**src/sts_fifo.sv**
```systemverilog
// ----------------------------------------------------------------------------
// sts_fifo
// two-entry queue between the front and the back
// ----------------------------------------------------------------------------
module sts_fifo #(
  parameter int unsigned DW = 8
) (
  input  logic          clk_i,
  input  logic          rst_ni,
  input  logic          push_i,
  input  logic [DW-1:0] data_i,
  input  logic          pop_i,
  output logic [DW-1:0] data_o,
  output logic          full_o,
  output logic          empty_o
);

  logic [DW-1:0] mem_q [2];
  logic          wr_q, rd_q;
  logic [1:0]    cnt_q;

  assign full_o  = (cnt_q == 2'd2);
  assign empty_o = (cnt_q == 2'd0);
  assign data_o  = mem_q[rd_q];

  // storage
  always_ff @(posedge clk_i) begin
    if (push_i && !full_o) mem_q[wr_q] <= data_i;
  end

  // pointers and fill count
  always_ff @(posedge clk_i or negedge rst_ni) begin
    if (!rst_ni) begin
      wr_q  <= 1'b0;
      rd_q  <= 1'b0;
      cnt_q <= 2'd0;
    end else begin
      if (push_i && !full_o) wr_q <= ~wr_q;
      if (pop_i && !empty_o) rd_q <= ~rd_q;
      cnt_q <= cnt_q + 2'((push_i && !full_o) ? 1 : 0) - 2'((pop_i && !empty_o) ? 1 : 0);
    end
  end

endmodule

```
**config.mk**
```make
export PLATFORM = sky130hd
export DESIGN_NAME = sts_fifo
export DESIGN_NICKNAME = d
export VERILOG_FILES = /design/src/sts_fifo.sv
export SDC_FILE = /design/constraint.sdc
export NUM_CORES = 1
export LEC_CHECK = 0
export BUFFER_PORTS_ARGS = -buffer_cell sky130_fd_sc_hd__clkbuf_2
export CAP_MARGIN = 20
export CORE_MARGIN = 1
export CORE_UTILIZATION = 52
export CTS_CLUSTER_SIZE = 16
export DETAILED_ROUTE_END_ITERATION = 10
export PLACE_DENSITY = 0.77
export RECOVER_POWER = 25
export SYNTH_ARGS = -nofsm -noshare
export SYNTH_HDL_FRONTEND = slang
export SYNTH_SLANG_ARGS = --single-unit
```
**constraint.sdc**
```tcl
create_clock -name clk_i -period 2.4 [get_ports clk_i]
set_clock_uncertainty 0.2 [all_clocks]
set_input_delay 0.24 -clock clk_i [delete_from_list [all_inputs] [get_ports clk_i]]
set_output_delay 0.24 -clock clk_i [all_outputs]
set_load 0.01 [all_outputs]
```
==> results of run 1 <==
[layout make-up]
cell class | instances | area, um^2
sequential | 20 | 581
fill | 86 | 342
timing repair buffer | 30 | 193
multi-input combinational | 20 | 183
clock buffer | 4 | 26.3
tap | 15 | 18.8
inverter | 2 | 7.51
[sequential cells by signal, indices dropped and copies added, names as in the netlist]
signal and cells:
cnt_q 2, wr_q 1, rd_q 1, mem_q 16
[cell usage in the layout (no fill, tap or decap), drive strengths merged]
cell type,instances
clkbuf,25
edfxtp,16
dlygate4sd3,9
mux2,8
dfrtp,4
xnor2,3
inv,2
nor2,2
ha,2
nand2b,1
nand2,1
and3,1
nor2b,1
xor2,1
[kinds of logic after synthesis]
kind of cell	synth area share
flip-flops	0.748
multiplexers	0.116
adder cells (fa/ha/maj)	0.0323
AND/OR/NAND/NOR	0.0419
XOR/XNOR	0.0452
buffers and inverters	0.0161
[synthesized netlist by cell type]
cell       n  area share
dfrtp_1    4        0.13
xor2_1     1       0.011
nor2b_2    1       0.011
nand2_1    1      0.0048
edfxtp_1  16        0.62
mux2_2     8        0.12
nand2b_1   1      0.0081
nor2_1     2      0.0097
buf_2      1      0.0064
xnor2_1    3       0.034
inv_1      2      0.0097
ha_1       2       0.032
and3_1     1      0.0081
[worst reg2reg max path, cell delays in order, from the launching register on]
cell and delay [ns]:
dfrtp_1 0.41, nand2b_1 0.12, nand2_1 0.11, nor2_1 0.54
[routing by layer]
layer  global-route usage  vias up  wire [um]
met2                0.234       19        514
met4               0.0750        0          0
li1                     -      223          -
met1                0.224      217        511
met5                    0        -          0
met3               0.0489        0         66
[worst min-delay path by stage]
stage          slack, ns  startpoint       end  depth (start not counted)
2_1_floorplan      -0.26      rst_ni  cnt_q[0]                          0
3_3_place_gp       -0.15      rst_ni      rd_q                          1
3_5_place_dp       -0.15      rst_ni  cnt_q[1]                          1
4_1_cts             0.04      push_i      wr_q                          3
5_1_grt             0.06      push_i      wr_q                          3
6_report            0.05      push_i      wr_q                          3
[repair_timing]
| action | 4_1_cts | 5_1_grt |
|---|---|---|
| hold endpoints to repair | 20 | 0 |
| buffers inserted | 0 | 0 |
| hold buffers | 9 | 0 |
| gates resized for setup | 0 | 0 |
[report_power, final]
group	leakage [nW]	total, W	switching [W]	internal (W)
sequential	0.195	0.000548	0.0000620	0.000486
clock	0.0150	0.000155	0.0000906	0.0000646
combinational	0.209	0.000365	0.000173	0.000191
total	0.419	0.00107	0.000326	0.000741
[per-stage QoR]
step	utilization	area, um^2	worst slack (ns)	std cells
after global placement	0.663	895	0.677	78
after detailed placement	0.663	895	0.654	78
after floorplan	-	776	0.641	43
after CTS	0.749	1010	0.540	91
final	0.747	1010	0.566	91
after global routing	0.747	1010	0.491	91
==> summary.txt, run 1 <==
Outcome
  • Outcome: finished, final reports clean

Critical path
  • Reg-to-reg startpoint: cnt_q[1]
  • Reg2Reg Depth: 3
  • Worst-path fanout max: 9
  • CP max-delay cell: dfrtp_1
  • Worst Path Buf+Inv: 1
  • Arr. time, crit path: 1.39 ns
  • Setup Crit Path Kind: flip-flop to output pin
  • Crit. End Element: output pin
  • Top delay family on crit path: flip-flops
  • Worst Setup Start Kind: flip-flop
  • Stages on worst setup path: 2
  • Reg-to-reg setup timing slack: 0.67 ns
  • Reg2reg end: mem_q[0][4]
  • Slowest stage delay, CP: 0.58 ns
  • CP endpoint: data_o[5]
  • CP Cell Sequence: mux2_2 > clkbuf_2
  • CP startpoint: rd_q
  • Worst Path Required: 1.96 ns

Flow run
  • Max-cap viol count: 0

Routing
  • # DRC: 0
  • Routed WL: 1.09 mm
  • DR vias/cell: 5.04
  • Detail Route Antenna Nets: 0
  • 1st-iter DRT viols: 18
  • Pre-Repair DR Iteration Count: 4
  • Vias: 459
  • Mean routed wirelength per cell: 12.0 um

Cells and area
  • Layout Nets: 91
  • Layout cell share with drive strength beyond 1: 0.408
  • Area growth, synth to finish: 30.0%
  • Antenna Cells: 0

Clocking
  • CTS tree: built
  • Num CTS Buffers: 3
  • Max clock buf depth: 2
  • Clk root buf: clkbuf_4
  • CTS clk-pin slew, worst paths: 0.10 ns
  • H-tree levels: 1
  • # clock sinks: 20
  • Clock Latency Late Sink: 0.29 ns

Timing
  • Endpoints failing setup: 0
  • Slew @ Worst Pin: 0.677 ns
  • Slew headroom: 0.547
  • RSZ-0062 raised after global routing: no
  • Hold slack: 0.0472 ns
  • Minimum clock period: 1.83 ns
  • Final setup TNS: 0 ns
  • Final worst-path cycle share: 0.764
  • Final Slew Violations: 0
  • F_max: 545 MHz
  • Hold Vio Cnt, Final: 0

Floorplan
  • Die height: 40.6 um
  • Die Wd: 40.6 um
  • Starting Density: 0.575
  • Core footprint: 1350 um^2
  • Rows: 13
  • Ports: 22
  • DIE AREA: 1650 um^2

Logic synthesis
  • Ys Warns: 0
  • Syn avg cell area: 18.0 um^2
  • Netlist Area Pre-Place: 776 um^2
  • Yosys reg bits: 20
  • Cells after Synth: 43
  • Library cells used by synthesis: 13
  • Syn Nets: 57
  • Sequential element share of the synthesized area: 0.748

Placed design
  • GPL Wtd Cong: 0.647
  • Post-DP HPWL: 764 um
  • I/O Buffers: 21

Power
  • Pwr dens: 1060 nW/um^2
  • Tot Pwr: 0.00107 W
  • Max VDD drop: 0.738 mV
  • Leak: 0.419 nW

GRT
  • Global-route wire length before repair: 1.61 mm
  • Largest net degree at the start of global routing: 12
  • Vias in the first global route: 395
  • Total congestion overflow: 0
  • GRT Util Overall: 0.162
  • Initial antenna violation count: 0

Min path
  • Min-delay worst type: input pin to flip-flop
(Power assumes the default switching activity.)
==> inputs of run 2 (changes only) <==
--- a/config.mk
+++ b/config.mk
@@ -7,11 +7,12 @@
 export LEC_CHECK = 0
 export BUFFER_PORTS_ARGS = -buffer_cell sky130_fd_sc_hd__clkbuf_2
 export CAP_MARGIN = 20
+export CORE_ASPECT_RATIO = 1.25
 export CORE_MARGIN = 1
-export CORE_UTILIZATION = 52
+export CORE_UTILIZATION = 44
 export CTS_CLUSTER_SIZE = 16
 export DETAILED_ROUTE_END_ITERATION = 10
-export PLACE_DENSITY = 0.77
+export PLACE_DENSITY = 0.69
 export RECOVER_POWER = 25
 export SYNTH_ARGS = -nofsm -noshare
 export SYNTH_HDL_FRONTEND = slang
==> constraint.sdc (replaced) <==
create_clock -name clk_i -period 1.5 [get_ports clk_i]
set_clock_uncertainty 0.2 [all_clocks]
set_input_delay 0.15 -clock clk_i [delete_from_list [all_inputs] [get_ports clk_i]]
set_output_delay 0.15 -clock clk_i [all_outputs]
set_load 0.01 [all_outputs]
==> run 2 against run 1 <==
  * The run now ends with negative setup slack left
  * Core utilization rose by 4.1 points
  * Critical path depth rose by 5
  * Sequential share of layout area fell by 11 points
  * Flip-flop and latch count did not move
  * Count of clock-buffer cells in the layout did not move
  * Via count rose by 10%
==> summary.txt, run 2 (synthesis gave the netlist of run 1 again) <==
Outcome
  • Outcome: finished, violations left
  • Failing checks: negative setup slack

Power
  • Switching pwr: 0.000703 W (+120%)
  • Sw frac: 0.306 (+0.00103)
  • Sequential share of power: 0.383 (-0.130)
  • Pwr dens: 1820 nW/um^2 (+72%)
  • Leak: 0.532 nW (+27%)
  • Clk network pwr share: 0.107 (-0.038)
  • Power Internal: 0.00159 W (+110%)
  • Max VDD drop: 1.37 mV (+86%)
  • Tot Pwr: 0.00230 W (+120%)
  • Comb pwr share: 0.509 (+0.167)

Critical path
  • Crit. End Element: flip-flop
  • CP max-delay cell: dfrtp_1
  • Setup Crit Path Kind: flip-flop to flip-flop
  • Worst Path Required: 1.48 ns (-0.48 ns)
  • Slowest stage delay, CP: 0.42 ns (-0.16 ns)
  • Worst Path Buf+Inv: 1 (unchanged)
  • CP Cell Sequence: nand2b_4 > nand2_4 > ha_4 > inv_2 > ha_4 > xnor2_2 > xnor2_1
  • Crit path top cell by count: ha_4
  • Top delay family on crit path: flip-flops
  • Worst Setup Start Kind: flip-flop
  • Arr. time, crit path: 1.63 ns (+0.24 ns)
  • Worst-path fanout max: 3 (-6)

Routing
  • 1st-iter DRT viols: 2 (-16)
  • DR vias/cell: 4.56 (-9.6%)
  • Pre-Repair DR Iteration Count: 2 (-2)
  • # DRC: 0 (unchanged)
  • Vias: 506 (+10%)
  • Mean routed wirelength per cell: 13.0 um (+8.1%)
  • Routed WL: 1.44 mm (+32%)
  • Detail Route Antenna Nets: 0 (unchanged)

Cells and area
  • Largest Register: mem_q
  • Antenna Cells: 0 (unchanged)
  • Post-Route Utilization: 0.788 (+0.0413)
  • Layout cell share with drive strength beyond 1: 0.656 (+0.248)
  • Most common cell after layout, fill and taps aside: clkbuf_2
  • Fill count: 89 (+3.5%)
  • Final Instance Area: 1260 um^2 (+25%)
  • Area growth, synth to finish: 62.7%
  • Layout Nets: 108 (+19%)
  • Non-Filler Instances: 111 (+22%)
  • Largest register FFs: 16 (unchanged)
  • Top flop regs: mem_q (16), cnt_q (2)
  • Most frequent cells in the layout: clkbuf_2 (19), edfxtp_1 (16), dlygate4sd3_1 (10), buf_6 (10)

Clocking
  • CTS tree: built
  • Clk root buf: clkbuf_4
  • Max clock buf depth: 2 (unchanged)
  • Clock Latency Late Sink: 0.28 ns (about the same)
  • Num CTS Buffers: 3 (unchanged)
  • CTS clk-pin slew, worst paths: 0.09 ns (about the same)
  • H-tree levels: 1 (unchanged)
  • # clock sinks: 20 (unchanged)

Timing
  • Minimum clock period: 1.65 ns
  • Slew headroom: 0.850 (+0.303)
  • F_max: 605 MHz
  • Final worst-path cycle share: 1.10
  • Hold Vio Cnt, Final: 0 (unchanged)
  • RSZ-0062 raised after global routing: yes
  • Slew @ Worst Pin: 0.224 ns (-0.453 ns)
  • Endpoints failing setup: 10 (+10)
  • Final Slew Violations: 0 (unchanged)
  • Setup WS post-layout: -0.153 ns (-0.719 ns)

Placed design
  • DP Cell Count: 89 (+14%)
  • GPL Wtd Cong: 0.625 (-3.3%)
  • Placed Area: 995 um^2 (+11%)
  • Post-DP HPWL: 919 um (+20%)
  • DP Worst Slack: -0.215 ns (-0.869 ns)
  • I/O Buffers: 21 (unchanged)

Flow run
  • Max-cap viol count: 0 (unchanged)

GRT
  • Initial antenna violation count: 0 (unchanged)
  • Global-route wire length before repair: 2.21 mm (+37%)
  • Largest net degree at the start of global routing: 12 (unchanged)
  • GRT Util Overall: 0.175 (+0.0130)
  • Met1 Use GR: 0.204 (-0.0194)
  • Routing usage on met2: 0.284 (+0.0500)
  • M3 GR Usage: 0.0411 (-0.00782)
  • Busiest grt layer: met2
  • Total congestion overflow: 0 (unchanged)
  • Vias in the first global route: 501 (+27%)

Floorplan
  • Die height: 48.9 um (+20%)
  • Core footprint: 1600 um^2 (+19%)
  • Ports: 22 (unchanged)
  • Die Wd: 39.6 um (-2.6%)
  • Starting Density: 0.484 (-0.0902)
  • Rows: 16 (+3)
  • DIE AREA: 1940 um^2 (+17%)

Min path
  • Min-delay worst type: input pin to flip-flop
## run 2: cell count changes in the layout (fill, tap and decap cells not counted), sizes merged
| cell | before | now |
|---|---|---|
| clkbuf | 25 | 23 |
| buf | 0 | 18 |
| dlygate4sd3 | 9 | 10 |
## run 2: path summary, 6_finish.rpt
kind                       startpoint  endpoint  slack (ns)  cells after the start
max                          cnt_q[0]  cnt_q[1]       -0.15                      7
min                             pop_i      rd_q        0.13                      4
max reg2reg                  cnt_q[0]  cnt_q[1]       -0.15                      7
min reg2reg                      wr_q      wr_q        0.39                      1
max in group asynchronous      rst_ni  cnt_q[1]        0.34                      3
min in group asynchronous      rst_ni      wr_q        0.56                      3
## run 2: timing repair
item / 4_1_cts / 5_1_grt
pin swaps: 5 / 3
endpoints found under the hold margin: 20 / 0
hold buffers: 10 / 0
endpoints found under the setup margin: 12 / 28
gates resized for setup: 10 / 12
buffers inserted: 6 / 3
## run 2: layer usage
layer / vias to the layer above / routed length (um)
li1: 258 / -
met1: 235 / 543
met2: 13 / 845
met3: 0 / 48
met4: 0 / 0
met5: - / 0
## run 2: power groups by stage
stage          registers (W)  logic [W]  clock network (W)
6_report            0.000880    0.00117           0.000247
5_1_grt             0.000897    0.00126           0.000291
4_1_cts             0.000868    0.00107           0.000262
3_5_place_dp        0.000913   0.000780                  0
3_3_place_gp        0.000910   0.000751                  0
2_1_floorplan       0.000858   0.000510                  0
## run 2: final cells by class
cell class,count,area [um^2],share of cell area
clock buffer,4,26.3,0.0208
timing repair buffer,47,368,0.291
sequential,20,583,0.462
multi-input combinational,20,255,0.202
inverter,2,7.51,0.00595
tap,18,22.5,0.0178
## run 2: worst min-delay path: cells and delay by family
| kind | cells | cell delay, ns |
|---|---|---|
| XOR/XNOR | 1 | 0.05 |
| buffers and inverters | 2 | 0.20 |
| AND/OR/NAND/NOR | 1 | 0.18 |
## run 2: metrics by stage
step                      TNS [ns]  hold slack [ns]
after detailed placement    -0.276           -0.230
after floorplan             -0.152           -0.346
final                       -0.934            0.130
after CTS                    -1.04           0.0343
after global routing         -1.87            0.141
after global placement      -0.145           -0.233
