**src/sts_pkg.sv**
```systemverilog
// ----------------------------------------------------------------------------
// sts_pkg
// shared widths and codes of the sorted table search block
// ----------------------------------------------------------------------------
package sts_pkg;

  localparam int unsigned VAL_W = 32;
  localparam int unsigned POS_W = 10;
  localparam int unsigned OP_W  = 2;

  // command field codes
  localparam logic CMD_LOAD  = 1'b0;
  localparam logic CMD_QUERY = 1'b1;

  // operations passed from front to back through the queue
  typedef enum logic [OP_W-1:0] {
    OP_INSERT,
    OP_SEARCH,
    OP_MISS
  } sts_op_e;

endpackage

```
**src/sts_front.sv**
```systemverilog
// ----------------------------------------------------------------------------
// sts_front
// accepts requests, tracks load state and element count, classifies work
// ----------------------------------------------------------------------------
module sts_front #(
  parameter int unsigned TABLE_DEPTH = 1024,
  parameter int unsigned CW = $clog2(TABLE_DEPTH + 1),
  parameter int unsigned DW = sts_pkg::OP_W + sts_pkg::VAL_W + CW
) (
  input  logic                              clk_i,
  input  logic                              rst_ni,
  input  logic                              in_valid_i,
  output logic                              in_ready_o,
  input  logic                              cmd_i,
  input  logic signed [sts_pkg::VAL_W-1:0]  value_i,
  input  logic                              last_i,
  input  logic                              full_i,
  output logic                              push_o,
  output logic [DW-1:0]                     entry_o
);
  import sts_pkg::*;

  logic          load_open_q, load_open_d;
  logic [CW-1:0] count_q, count_d;
  logic          accept;
  sts_op_e       op;

  assign in_ready_o = !full_i;
  assign accept     = in_valid_i && in_ready_o;

  // classify the request
  always_comb begin
    load_open_d = load_open_q;
    count_d     = count_q;
    push_o      = 1'b0;
    op          = OP_MISS;
    if (accept) begin
      if (cmd_i == CMD_LOAD) begin
        if (load_open_q) begin
          if (count_q < CW'(TABLE_DEPTH)) begin
            push_o  = 1'b1;
            op      = OP_INSERT;
            count_d = count_q + CW'(1);
          end
          if (last_i) load_open_d = 1'b0;
        end
      end else begin
        push_o = 1'b1;
        op     = (load_open_q || count_q == '0) ? OP_MISS : OP_SEARCH;
      end
    end
  end

  // insert uses the count as its slot, search as its range
  assign entry_o = {op, value_i, count_q};

  always_ff @(posedge clk_i or negedge rst_ni) begin
    if (!rst_ni) begin
      load_open_q <= 1'b1;
      count_q     <= '0;
    end else begin
      load_open_q <= load_open_d;
      count_q     <= count_d;
    end
  end

endmodule

```
**config.mk**
```make
export PLATFORM = sky130hd
export DESIGN_NAME = sts_front
export DESIGN_NICKNAME = d
export VERILOG_FILES = /design/src/sts_pkg.sv /design/src/sts_front.sv
export SDC_FILE = /design/constraint.sdc
export NUM_CORES = 1
export LEC_CHECK = 0
export ABC_AREA = 1
export BUFFER_PORTS_ARGS = -buffer_cell sky130_fd_sc_hd__buf_2
export CORE_MARGIN = 4
export CORE_UTILIZATION = 35
export DETAILED_ROUTE_END_ITERATION = 12
export GPL_TIMING_DRIVEN = 1
export PLACE_DENSITY = 0.75
export SLEW_MARGIN = 10
export SYNTH_ARGS = -nofsm -noshare
export SYNTH_HDL_FRONTEND = slang
export SYNTH_SLANG_ARGS = --single-unit
```
**constraint.sdc**
```tcl
create_clock -name clk_i -period 3.7 [get_ports clk_i]
set_clock_uncertainty 0.15 [all_clocks]
set_input_delay 0 -clock clk_i [delete_from_list [all_inputs] [get_ports clk_i]]
set_output_delay 0 -clock clk_i [all_outputs]
set_load 0.005 [all_outputs]
```
==> impl_metrics.tcl, run 1 <==
set metrics [dict create \
    crit_fanout 4 \
    wl_met2_um 1120 \
    grtUsageTotal_pct 12.1 \
    cts_setup_buffers 0 \
    power_uw 275 \
    period_share_pct 54.1 \
    seq_area_um2 302 \
    highest_layer "met4" \
    synth_nets 156 \
    pwr-share-seq_pct 48.7 \
    routed_wl_um 2360 \
    synth_edf_count 0 \
    worst_slew_pin_slew_ns 0.409 \
    crit_path_cell_trace "dlygate4sd3_1 -> buf_2 -> inv_2 -> nand2_1 -> dlygate4sd3_1 -> o21a_1 -> dlygate4sd3_1" \
    ys.flop_type "dfrtp_1" \
    synthArstFlopShare_pct 100 \
    multiInputGateArea_um2 423 \
    p_leak_uw 0.000697 \
    power.density_nw_per_um2 206 \
    syn_inst 116 \
    numCtsBuffers 3 \
    drive_gt1_share_pct 29.9 \
    clock_path_buffers 2 \
    tritoncts "yes" \
    wirelength_met1_um 947 \
    max_clock_freq_mhz 499 \
    wl_per_cell_um 13.3 \
    numPortBuffers 20 \
    synth_commonest_cells "buf_4, nand2_1, dfrtp_1, inv_1, nor2_1" \
    die_h_um 62.2 \
    firstDrtPassIters 4 \
    clk_pin_slew_worst_paths_ns 0.08 \
    fp.dieArea_um2 3870 \
    row_count 19 \
    synth_cell_types 26 \
    route.met3.wl_um 265 \
    cts-root-buf "clkbuf_4" \
    critical_path_class "input pin to register" \
    viasPerCell 4.63 \
    startpoint_type "input pin" \
    required_ns 3.75 \
    htree_levels 1 \
    initial_core_util_pct 37.0 \
    swShare_pct 24.3 \
    dpl.hpwl_um 1560 \
    setup_viol 0 \
    hold_viol 0 \
    nets 188 \
    critPathTopFamily "buffers and inverters" \
    yosysSeqAreaShare_pct 29.3 \
    dr.first_iter.drc_count 12 \
    yosys.area.top_type "dfrtp_1" \
    clock_sinks 12 \
    ys_ff_latch 12 \
    yosysWarnings 0 \
    gp_congestion 0.815 \
    antenna_found_initial 0 \
    hp-class "input pin to register" \
    drc_errors 0 \
    diodes 0 \
    max_stage_delay_ns 0.55 \
    vias 825 \
    pwr-share-clk_pct 31.3 \
    grt_pass1_wl_um 3870 \
    comb_power_share_pct 20.0 \
    fin_crit_ns 2.00 \
    avgSynthCellArea_um2 8.88 \
    max-slew-margin-rel_pct 72.6 \
    holdBufCountCts 40 \
    crit_arrival_ns 2.05 \
    fillers 252 \
    netlist_top_cells_area "dfrtp_1, buf_4, nand2_1" \
    synth_area_um2 1030 \
    die_w_um 62.2 \
    critPathCaptureType "register" \
    finalSetupTns_ns 0 \
    path_buf_inv 5 \
    synth_top_cell_area_share_pct 26.7 \
    insertion_delay_ns 0.28 \
    ant_nets 0 \
    p_int_uw 208 \
    synth_most_common_cell "buf_4" \
    grt_max_degree 14 \
    pin_count 85 \
    area_growth_pct 29.6 \
    cpMaxStageDelayCell "dlygate4sd3_1" \
    fin_area_um2 1340 \
    gr-total-overflow 0 \
    grt_pass1_vias 862 \
    maxCapViolations 0 \
    status "finished clean" \
    cpMostUsedCell "dlygate4sd3_1" \
    rsz0062_at_grt "false" \
    cts.repair.resized 0 \
    peakVddDrop_v 0.000135 \
    p_switching_uw 66.9 \
    core_um2 2780 \
    finalMaxSlewViolations 0 \
    placed_cell_area_um2 908 \
]
==> layer usage <==
metal	up-vias	GRT usage (%)
met1	366	14.8
met2	64	18.8
met4	0	5.69
li1	391	-
met5	-	0
met3	4	4.50
==> power by group through the flow <==
| stage | clock network, uW | logic [uW] | registers (uW) |
|---|---|---|---|
| after global placement | 0 | 17.4 | 137 |
| after global routing | 95.9 | 60.6 | 134 |
| final | 86.1 | 55.1 | 134 |
| after detailed placement | 0 | 17.9 | 137 |
| after CTS | 91.5 | 55.8 | 134 |
| after floorplan | 0 | 35.7 | 137 |
==> worst reg2reg max path, delay by kind of cell, from the launching register on <==
family                 cells  cell delay [ns]
AOI/OAI and AO/OA          1             0.13
buffers and inverters      1             0.54
DFF                        1             0.57
==> layout by cell type, fill, tap and decap left out, types with 3 or more instances in the layout <==
cell type,Yosys,final
inv_1,9,9
buf_2,0,20
nor2_1,5,5
inv_2,3,3
nand3_1,4,4
dfrtp_1,11,11
clkbuf_4,0,3
nand2_1,18,18
nand4_1,4,4
nand2_4,3,3
nor2_4,3,3
dlygate4sd3_1,0,40
xnor2_2,3,3
==> area by class of cell <==
| type | count | area share, % |
|---|---|---|
| timing repair buffer | 60 | 37.5 |
| multi-input combinational | 59 | 31.7 |
| sequential | 12 | 22.6 |
| inverter | 12 | 3.37 |
| tap | 31 | 2.91 |
| clock buffer | 4 | 1.97 |
==> sequential cells by signal, indices dropped and copies added, names as in the netlist <==
name,flops
load_open_q,1
count_q,11
==> path summary, 6_finish.rpt <==
check	depth (start not counted)	from	to	slack (ns)
max in group asynchronous	4	rst_ni	count_q[7]	1.93
min in group asynchronous	3	rst_ni	count_q[10]	0.45
setup / recovery	7	cmd_i	load_open_q	1.70
hold / removal	6	full_i	count_q[3]	0.03
setup reg to reg	2	load_open_q	load_open_q	2.26
hold reg to reg	2	count_q[10]	count_q[10]	0.36
==> logic make-up after synthesis <==
| group | share of synthesized area (%) |
|---|---|
| adders and majority gates | 2.43 |
| AOI/OAI and AO/OA | 3.77 |
| buffers and inverters | 29.6 |
| DFF | 29.3 |
| xor gates and xnor gates | 7.29 |
| and+or+nand+nor | 27.6 |
==> metrics by stage <==
stage	cells	utilization (%)	worst slack, ns	hold WS, ns
after global placement	134	32.7	2.33	-0.256
after detailed placement	134	32.7	2.30	-0.254
after floorplan	116	-	2.36	-0.446
final	178	48.0	1.70	0.0284
after global routing	178	48.0	1.64	0.0452
after CTS	178	48.0	1.72	0.0219
Note: power is estimated with default switching activity, not from simulation.
==> inputs of run 2 (changes only) <==
--- a/config.mk
+++ b/config.mk
@@ -11,7 +11,7 @@
 export CORE_UTILIZATION = 35
 export DETAILED_ROUTE_END_ITERATION = 12
 export GPL_TIMING_DRIVEN = 1
-export PLACE_DENSITY = 0.75
+export PLACE_DENSITY = 0.78
 export SLEW_MARGIN = 10
 export SYNTH_ARGS = -nofsm -noshare
 export SYNTH_HDL_FRONTEND = slang
==> constraint.sdc (replaced) <==
create_clock -name clk_i -period 1.7 [get_ports clk_i]
set_clock_uncertainty 0.15 [all_clocks]
set_input_delay 0 -clock clk_i [delete_from_list [all_inputs] [get_ports clk_i]]
set_output_delay 0 -clock clk_i [all_outputs]
set_load 0.005 [all_outputs]
==> run 2 against run 1 <==
Compared with the run above: cell area up 0.47%; clock-buffer cell count unchanged; critical endpoint is now entry_o[44]; largest power group unchanged; hold slack worse by 0.012 ns; highest routed layer unchanged; cell count up 0.56%; largest cell class unchanged; non-clock buffer count up 1; first-iteration DRC count rose to 2.9 times the previous value; combinational power up 130%; via count up 5.3%.
==> impl_metrics.tcl, run 2 (synthesis results as in run 1) <==
set metrics [dict create \
    initial_core_util_pct 37.0 \
    finalMaxSlewViolations 0 \
    drive_gt1_share_pct 32.4 \
    pwr-share-seq_pct 48.0 \
    cpMaxStageDelayCell "dfrtp_1" \
    pwr-share-clk_pct 31.5 \
    peakVddDrop_v 0.000255 \
    largest_reg_flops 11 \
    crit_arrival_ns 1.40 \
    whs_path_depth 5 \
    viasPerCell 4.85 \
    holdPathEnd "count_q[4]" \
    ant_nets 0 \
    cts-root-buf "clkbuf_4" \
    hp-start "cmd_i" \
    die_h_um 62.2 \
    row_count 19 \
    max_clock_freq_mhz 647 \
    nets 189 \
    grtUsageTotal_pct 12.3 \
    critical_path_class "register to primary output" \
    startpoint_type "register" \
    hold_viol 0 \
    antenna_found_initial 0 \
    top_regs "count_q x11, load_open_q x1" \
    clock_sinks 12 \
    clk_pin_slew_worst_paths_ns 0.08 \
    area_growth_pct 30.3 \
    top_register "count_q" \
    core_um2 2780 \
    power.density_nw_per_um2 452 \
    final_cell_mix "dlygate4sd3_1, buf_2, nand2_1" \
    crit_fanout 6 \
    worst_slew_pin_slew_ns 0.290 \
    gp_congestion 0.867 \
    insertion_delay_ns 0.28 \
    numPortBuffers 20 \
    period_share_pct 90.9 \
    drc_errors 0 \
    swShare_pct 24.8 \
    grt_max_degree 14 \
    firstDrtPassIters 4 \
    pin_count 85 \
    die_w_um 62.2 \
    tritoncts "yes" \
    fp.dieArea_um2 3870 \
    vias 869 \
    wl_per_cell_um 13.5 \
    fin_crit_ns 1.55 \
    critPathTopFamily "flip-flops" \
    p_leak_uw 0.000699 \
    maxCapViolations 0 \
    path_buf_inv 1 \
    r2r_end "count_q[8]" \
    r2r_cells 7 \
    p_switching_uw 150 \
    finalSetupTns_ns 0 \
    hp-class "input pin to register" \
    gr-total-overflow 0 \
    cpMostUsedCell "nor2_1" \
    grt_pass1_vias 892 \
    setup_viol 0 \
    status "finished clean" \
    diodes 0 \
    critPathCaptureType "primary output" \
    reg2reg_slack_ns 0.25 \
    rsz0062_at_grt "false" \
    p_int_uw 456 \
    comb_power_share_pct 20.5 \
    clock_path_buffers 2 \
    dr.first_iter.drc_count 35 \
    dpl.hpwl_um 1510 \
    max-slew-margin-rel_pct 80.6 \
    routed_wl_um 2420 \
    layout_commonest_cell "dlygate4sd3_1" \
    htree_levels 1 \
    required_ns 1.55 \
    grt_pass1_wl_um 3950 \
    max_stage_delay_ns 0.47 \
    numCtsBuffers 3 \
    crit_path_cell_trace "nor2_1 -> nand3_1 -> o21a_1 -> nor2_1 -> buf_2" \
    regToRegStartpoint "count_q[1]" \
    holdWs_ns 0.0167 \
]
[run 2: cell types whose count changed in the layout (fill, tap and decap cells not counted)]
cell	before	now
buf_4	0	2
dfrtp_1	11	10
dfrtp_2	0	1
dlygate4sd3_1	40	39
inv_1	9	8
inv_2	3	4
[run 2: routing by layer]
layer / part of all wire [%] / vias to the layer above / routed length [um] / track usage (%)
met2: 47 / 76 / 1140 / 19.6
met3: 12 / 4 / 301 / 5.23
li1: - / 396 / - / -
met4: 1.1 / 0 / 27 / 4.07
met5: 0 / - / 0 / 0
met1: 40 / 393 / 958 / 14.9
[run 2: worst min-delay path: stages]
cell     delay [ns]
buf_2          0.08
inv_2          0.05
nand3_4        0.10
nor3_2         0.06
xor2_1         0.11
[run 2: how the worst max path moves through the flow]
stage                     start           to  cells past startpoint
floorplan           load_open_q   count_q[5]                      5
global placement    load_open_q   count_q[5]                      4
detailed placement  load_open_q   count_q[2]                      4
CTS                  count_q[0]  entry_o[44]                      6
global route         count_q[1]  entry_o[44]                      6
finish               count_q[2]  entry_o[44]                      5
[run 2: per-stage QoR]
| step | setup WS [ns] | util, % | power [uW] | cells | area, um2 |
|---|---|---|---|---|---|
| finish | 0.154 | 48.2 | 606 | 179 | 1340 |
| global route | 0.0163 | 48.2 | 644 | 179 | 1340 |
| CTS | 0.0611 | 47.6 | 609 | 177 | 1330 |
| detailed placement | 0.291 | 32.7 | 336 | 134 | 908 |
| global placement | 0.337 | 32.7 | 335 | 134 | 908 |
| floorplan | 0.361 | - | 375 | 116 | 1030 |
[run 2: area by class of cell]
| class | count | area [um2] |
|---|---|---|
| inverters | 12 | 45.0 |
| multi-input cells | 59 | 423 |
| well taps | 31 | 38.8 |
| flip-flops and latches | 12 | 303 |
| clock buffers | 4 | 26.3 |
| repair buffers | 61 | 505 |
| fillers | 277 | 1440 |
[run 2: timing repair]
action                                  CTS  global route
endpoints found under the setup margin    0             1
setup buffers                             0             2
endpoints found under the hold margin    45             0
gates resized for setup                   0             2
hold buffers                             39             0
[run 2: power groups by stage]
stage               registers [uW]  clock network (uW)  logic [uW]
finish                         291                 191         124
global route                   292                 216         136
CTS                            292                 195         122
detailed placement             298                   0        38.7
global placement               297                   0        37.7
floorplan                      297                   0        77.6
==> inputs of run 3 (changes only) <==
--- a/config.mk
+++ b/config.mk
@@ -7,10 +7,10 @@
 export LEC_CHECK = 0
 export ABC_AREA = 1
 export BUFFER_PORTS_ARGS = -buffer_cell sky130_fd_sc_hd__buf_2
-export CORE_MARGIN = 4
 export CORE_UTILIZATION = 35
 export DETAILED_ROUTE_END_ITERATION = 12
 export GPL_TIMING_DRIVEN = 1
+export HOLD_SLACK_MARGIN = 0.1
 export PLACE_DENSITY = 0.78
 export SLEW_MARGIN = 10
 export SYNTH_ARGS = -nofsm -noshare
==> run 3 against run 2 <==
Compared with the run above: sequential share of layout area increased by 0.085 points; global-route usage is 1.4 points higher; critical path depth grew 1; register-to-register slack better by 0.03 ns; hold slack improved by 0.33 ns; clock power is 5% lower; largest power group unchanged; core utilization down 0.18 points; worst setup slack worse by 0.015 ns; cell count decreased by 0.56%; routed wire length shrank 10%; sequential power hardly changed; first-iteration DRC count shrank 40%.
==> impl_metrics.tcl, run 3 (synthesis results as in run 1) <==
set metrics [dict create \
    top_register "count_q" \
    r2r_end "count_q[2]" \
    final_cell_mix "dlygate4sd3_1, buf_2, nand2_1" \
    instances_no_fill 178 \
    holdPathEnd "load_open_q" \
    grt_max_degree 14 \
    critical_path_class "register to primary output" \
    max-slew-margin-rel_pct 66.8 \
    hold_viol 0 \
    max_clock_freq_mhz 641 \
    grt_pass1_wl_um 3310 \
    dp.cells 134 \
    crit_arrival_ns 1.41 \
    finalMaxSlewViolations 0 \
    top_regs "count_q x11, load_open_q x1" \
    die_h_um 56.2 \
    reg2reg_slack_ns 0.28 \
    clock_path_buffers 2 \
    tritoncts "yes" \
    grt_pass1_vias 761 \
    htree_levels 1 \
    hp-class "register to register" \
    dr.first_iter.drc_count 21 \
    viasPerCell 4.69 \
    period_share_pct 91.8 \
    drive_gt1_share_pct 31.3 \
    rsz0062_at_grt "false" \
    gr-total-overflow 0 \
    insertion_delay_ns 0.27 \
    diodes 0 \
    layout_commonest_cell "dlygate4sd3_1" \
    numCtsBuffers 3 \
    regToRegStartpoint "load_open_q" \
    clk_pin_slew_worst_paths_ns 0.07 \
    required_ns 1.55 \
    wl_per_cell_um 12.2 \
    power.density_nw_per_um2 445 \
    dpl.hpwl_um 1480 \
    area_growth_pct 29.8 \
    fin_crit_ns 1.56 \
    clock_sinks 12 \
    p_leak_uw 0.000695 \
    peakVddDrop_v 0.000262 \
    initial_core_util_pct 37.0 \
    crit_fanout 5 \
    antenna_found_initial 0 \
    grtUsageTotal_pct 13.7 \
    drc_errors 0 \
    hp-start "load_open_q" \
    routed_wl_um 2180 \
    ant_nets 0 \
    vias 835 \
    cts-root-buf "clkbuf_4" \
    nets 188 \
    worst_slew_pin_slew_ns 0.496 \
    setup_viol 0 \
    row_count 19 \
    maxCapViolations 0 \
    status "finished clean" \
    r2r_cells 4 \
    startpoint_type "register" \
    whs_path_depth 1 \
    pin_count 85 \
    firstDrtPassIters 4 \
    cts_setup_buffers 0 \
    largest_reg_flops 11 \
    finalSetupTns_ns 0 \
    die_w_um 56.2 \
    numPortBuffers 20 \
    core_um2 2780 \
    fp.dieArea_um2 3160 \
    critPathCaptureType "primary output" \
    gp_congestion 0.819 \
]
run 3: cell types whose count changed in the layout (fill, tap and decap cells not counted):
cell	delta
buf_4	-2
dlygate4sd3_1	+1
run 3: repair_timing:
action | CTS | global route
hold buffers | 40 | 0
gates resized for setup | 0 | 2
endpoints found under the setup margin | 0 | 1
hold endpoints to repair | 57 | 0
run 3: per-layer routing:
metal / part of all wire [%] / vias up / global-route usage (%)
met4: 1.1 / 0 / 6.27
met5: 0 / - / 0
met3: 11 / 4 / 3.95
met1: 38 / 373 / 15.9
met2: 50 / 66 / 23.3
li1: - / 392 / -
run 3: worst max-delay path by stage:
stage	from	slack, ns	to
6_report	count_q[0]	0.14	entry_o[44]
5_1_grt	count_q[0]	0.007	entry_o[44]
4_1_cts	count_q[0]	0.06	entry_o[44]
3_5_place_dp	load_open_q	0.29	count_q[2]
3_3_place_gp	count_q[0]	0.34	count_q[8]
2_1_floorplan	load_open_q	0.36	count_q[5]
run 3: area by class of cell:
type / count / area, um2
Fill cell: 253 / 1450
Tap cell: 31 / 38.8
Clock buffer: 4 / 26.3
Timing Repair Buffer: 60 / 500
Inverter: 12 / 45.0
Sequential cell: 12 / 303
Multi-Input combinational cell: 59 / 423
run 3: metrics by stage:
stage	utilization, %	hold WS (ns)	setup slack, ns	total power (uW)	cell area [um2]
3_5_place_dp	32.7	-0.257	0.286	335	908
2_1_floorplan	-	-0.446	0.361	375	1030
4_1_cts	48.0	0.345	0.0636	604	1340
6_report	48.0	0.343	0.139	595	1340
5_1_grt	48.0	0.347	0.00659	627	1340
3_3_place_gp	32.7	-0.257	0.340	335	908
run 3: report_power, final:
group	switching (uW)	leakage (uW)	internal (uW)
clock network	90.9	0.0000150	90.9
registers	4.12	0.000147	288
logic	44.4	0.000533	76.3
run 3: critical path, cell delays in order (launching register included):
cell and delay (ns):
dfrtp_2 0.44, inv_2 0.09, ha_1 0.14, nand4_1 0.09, o21a_1 0.19, nor2_1 0.08
buf_2 0.11
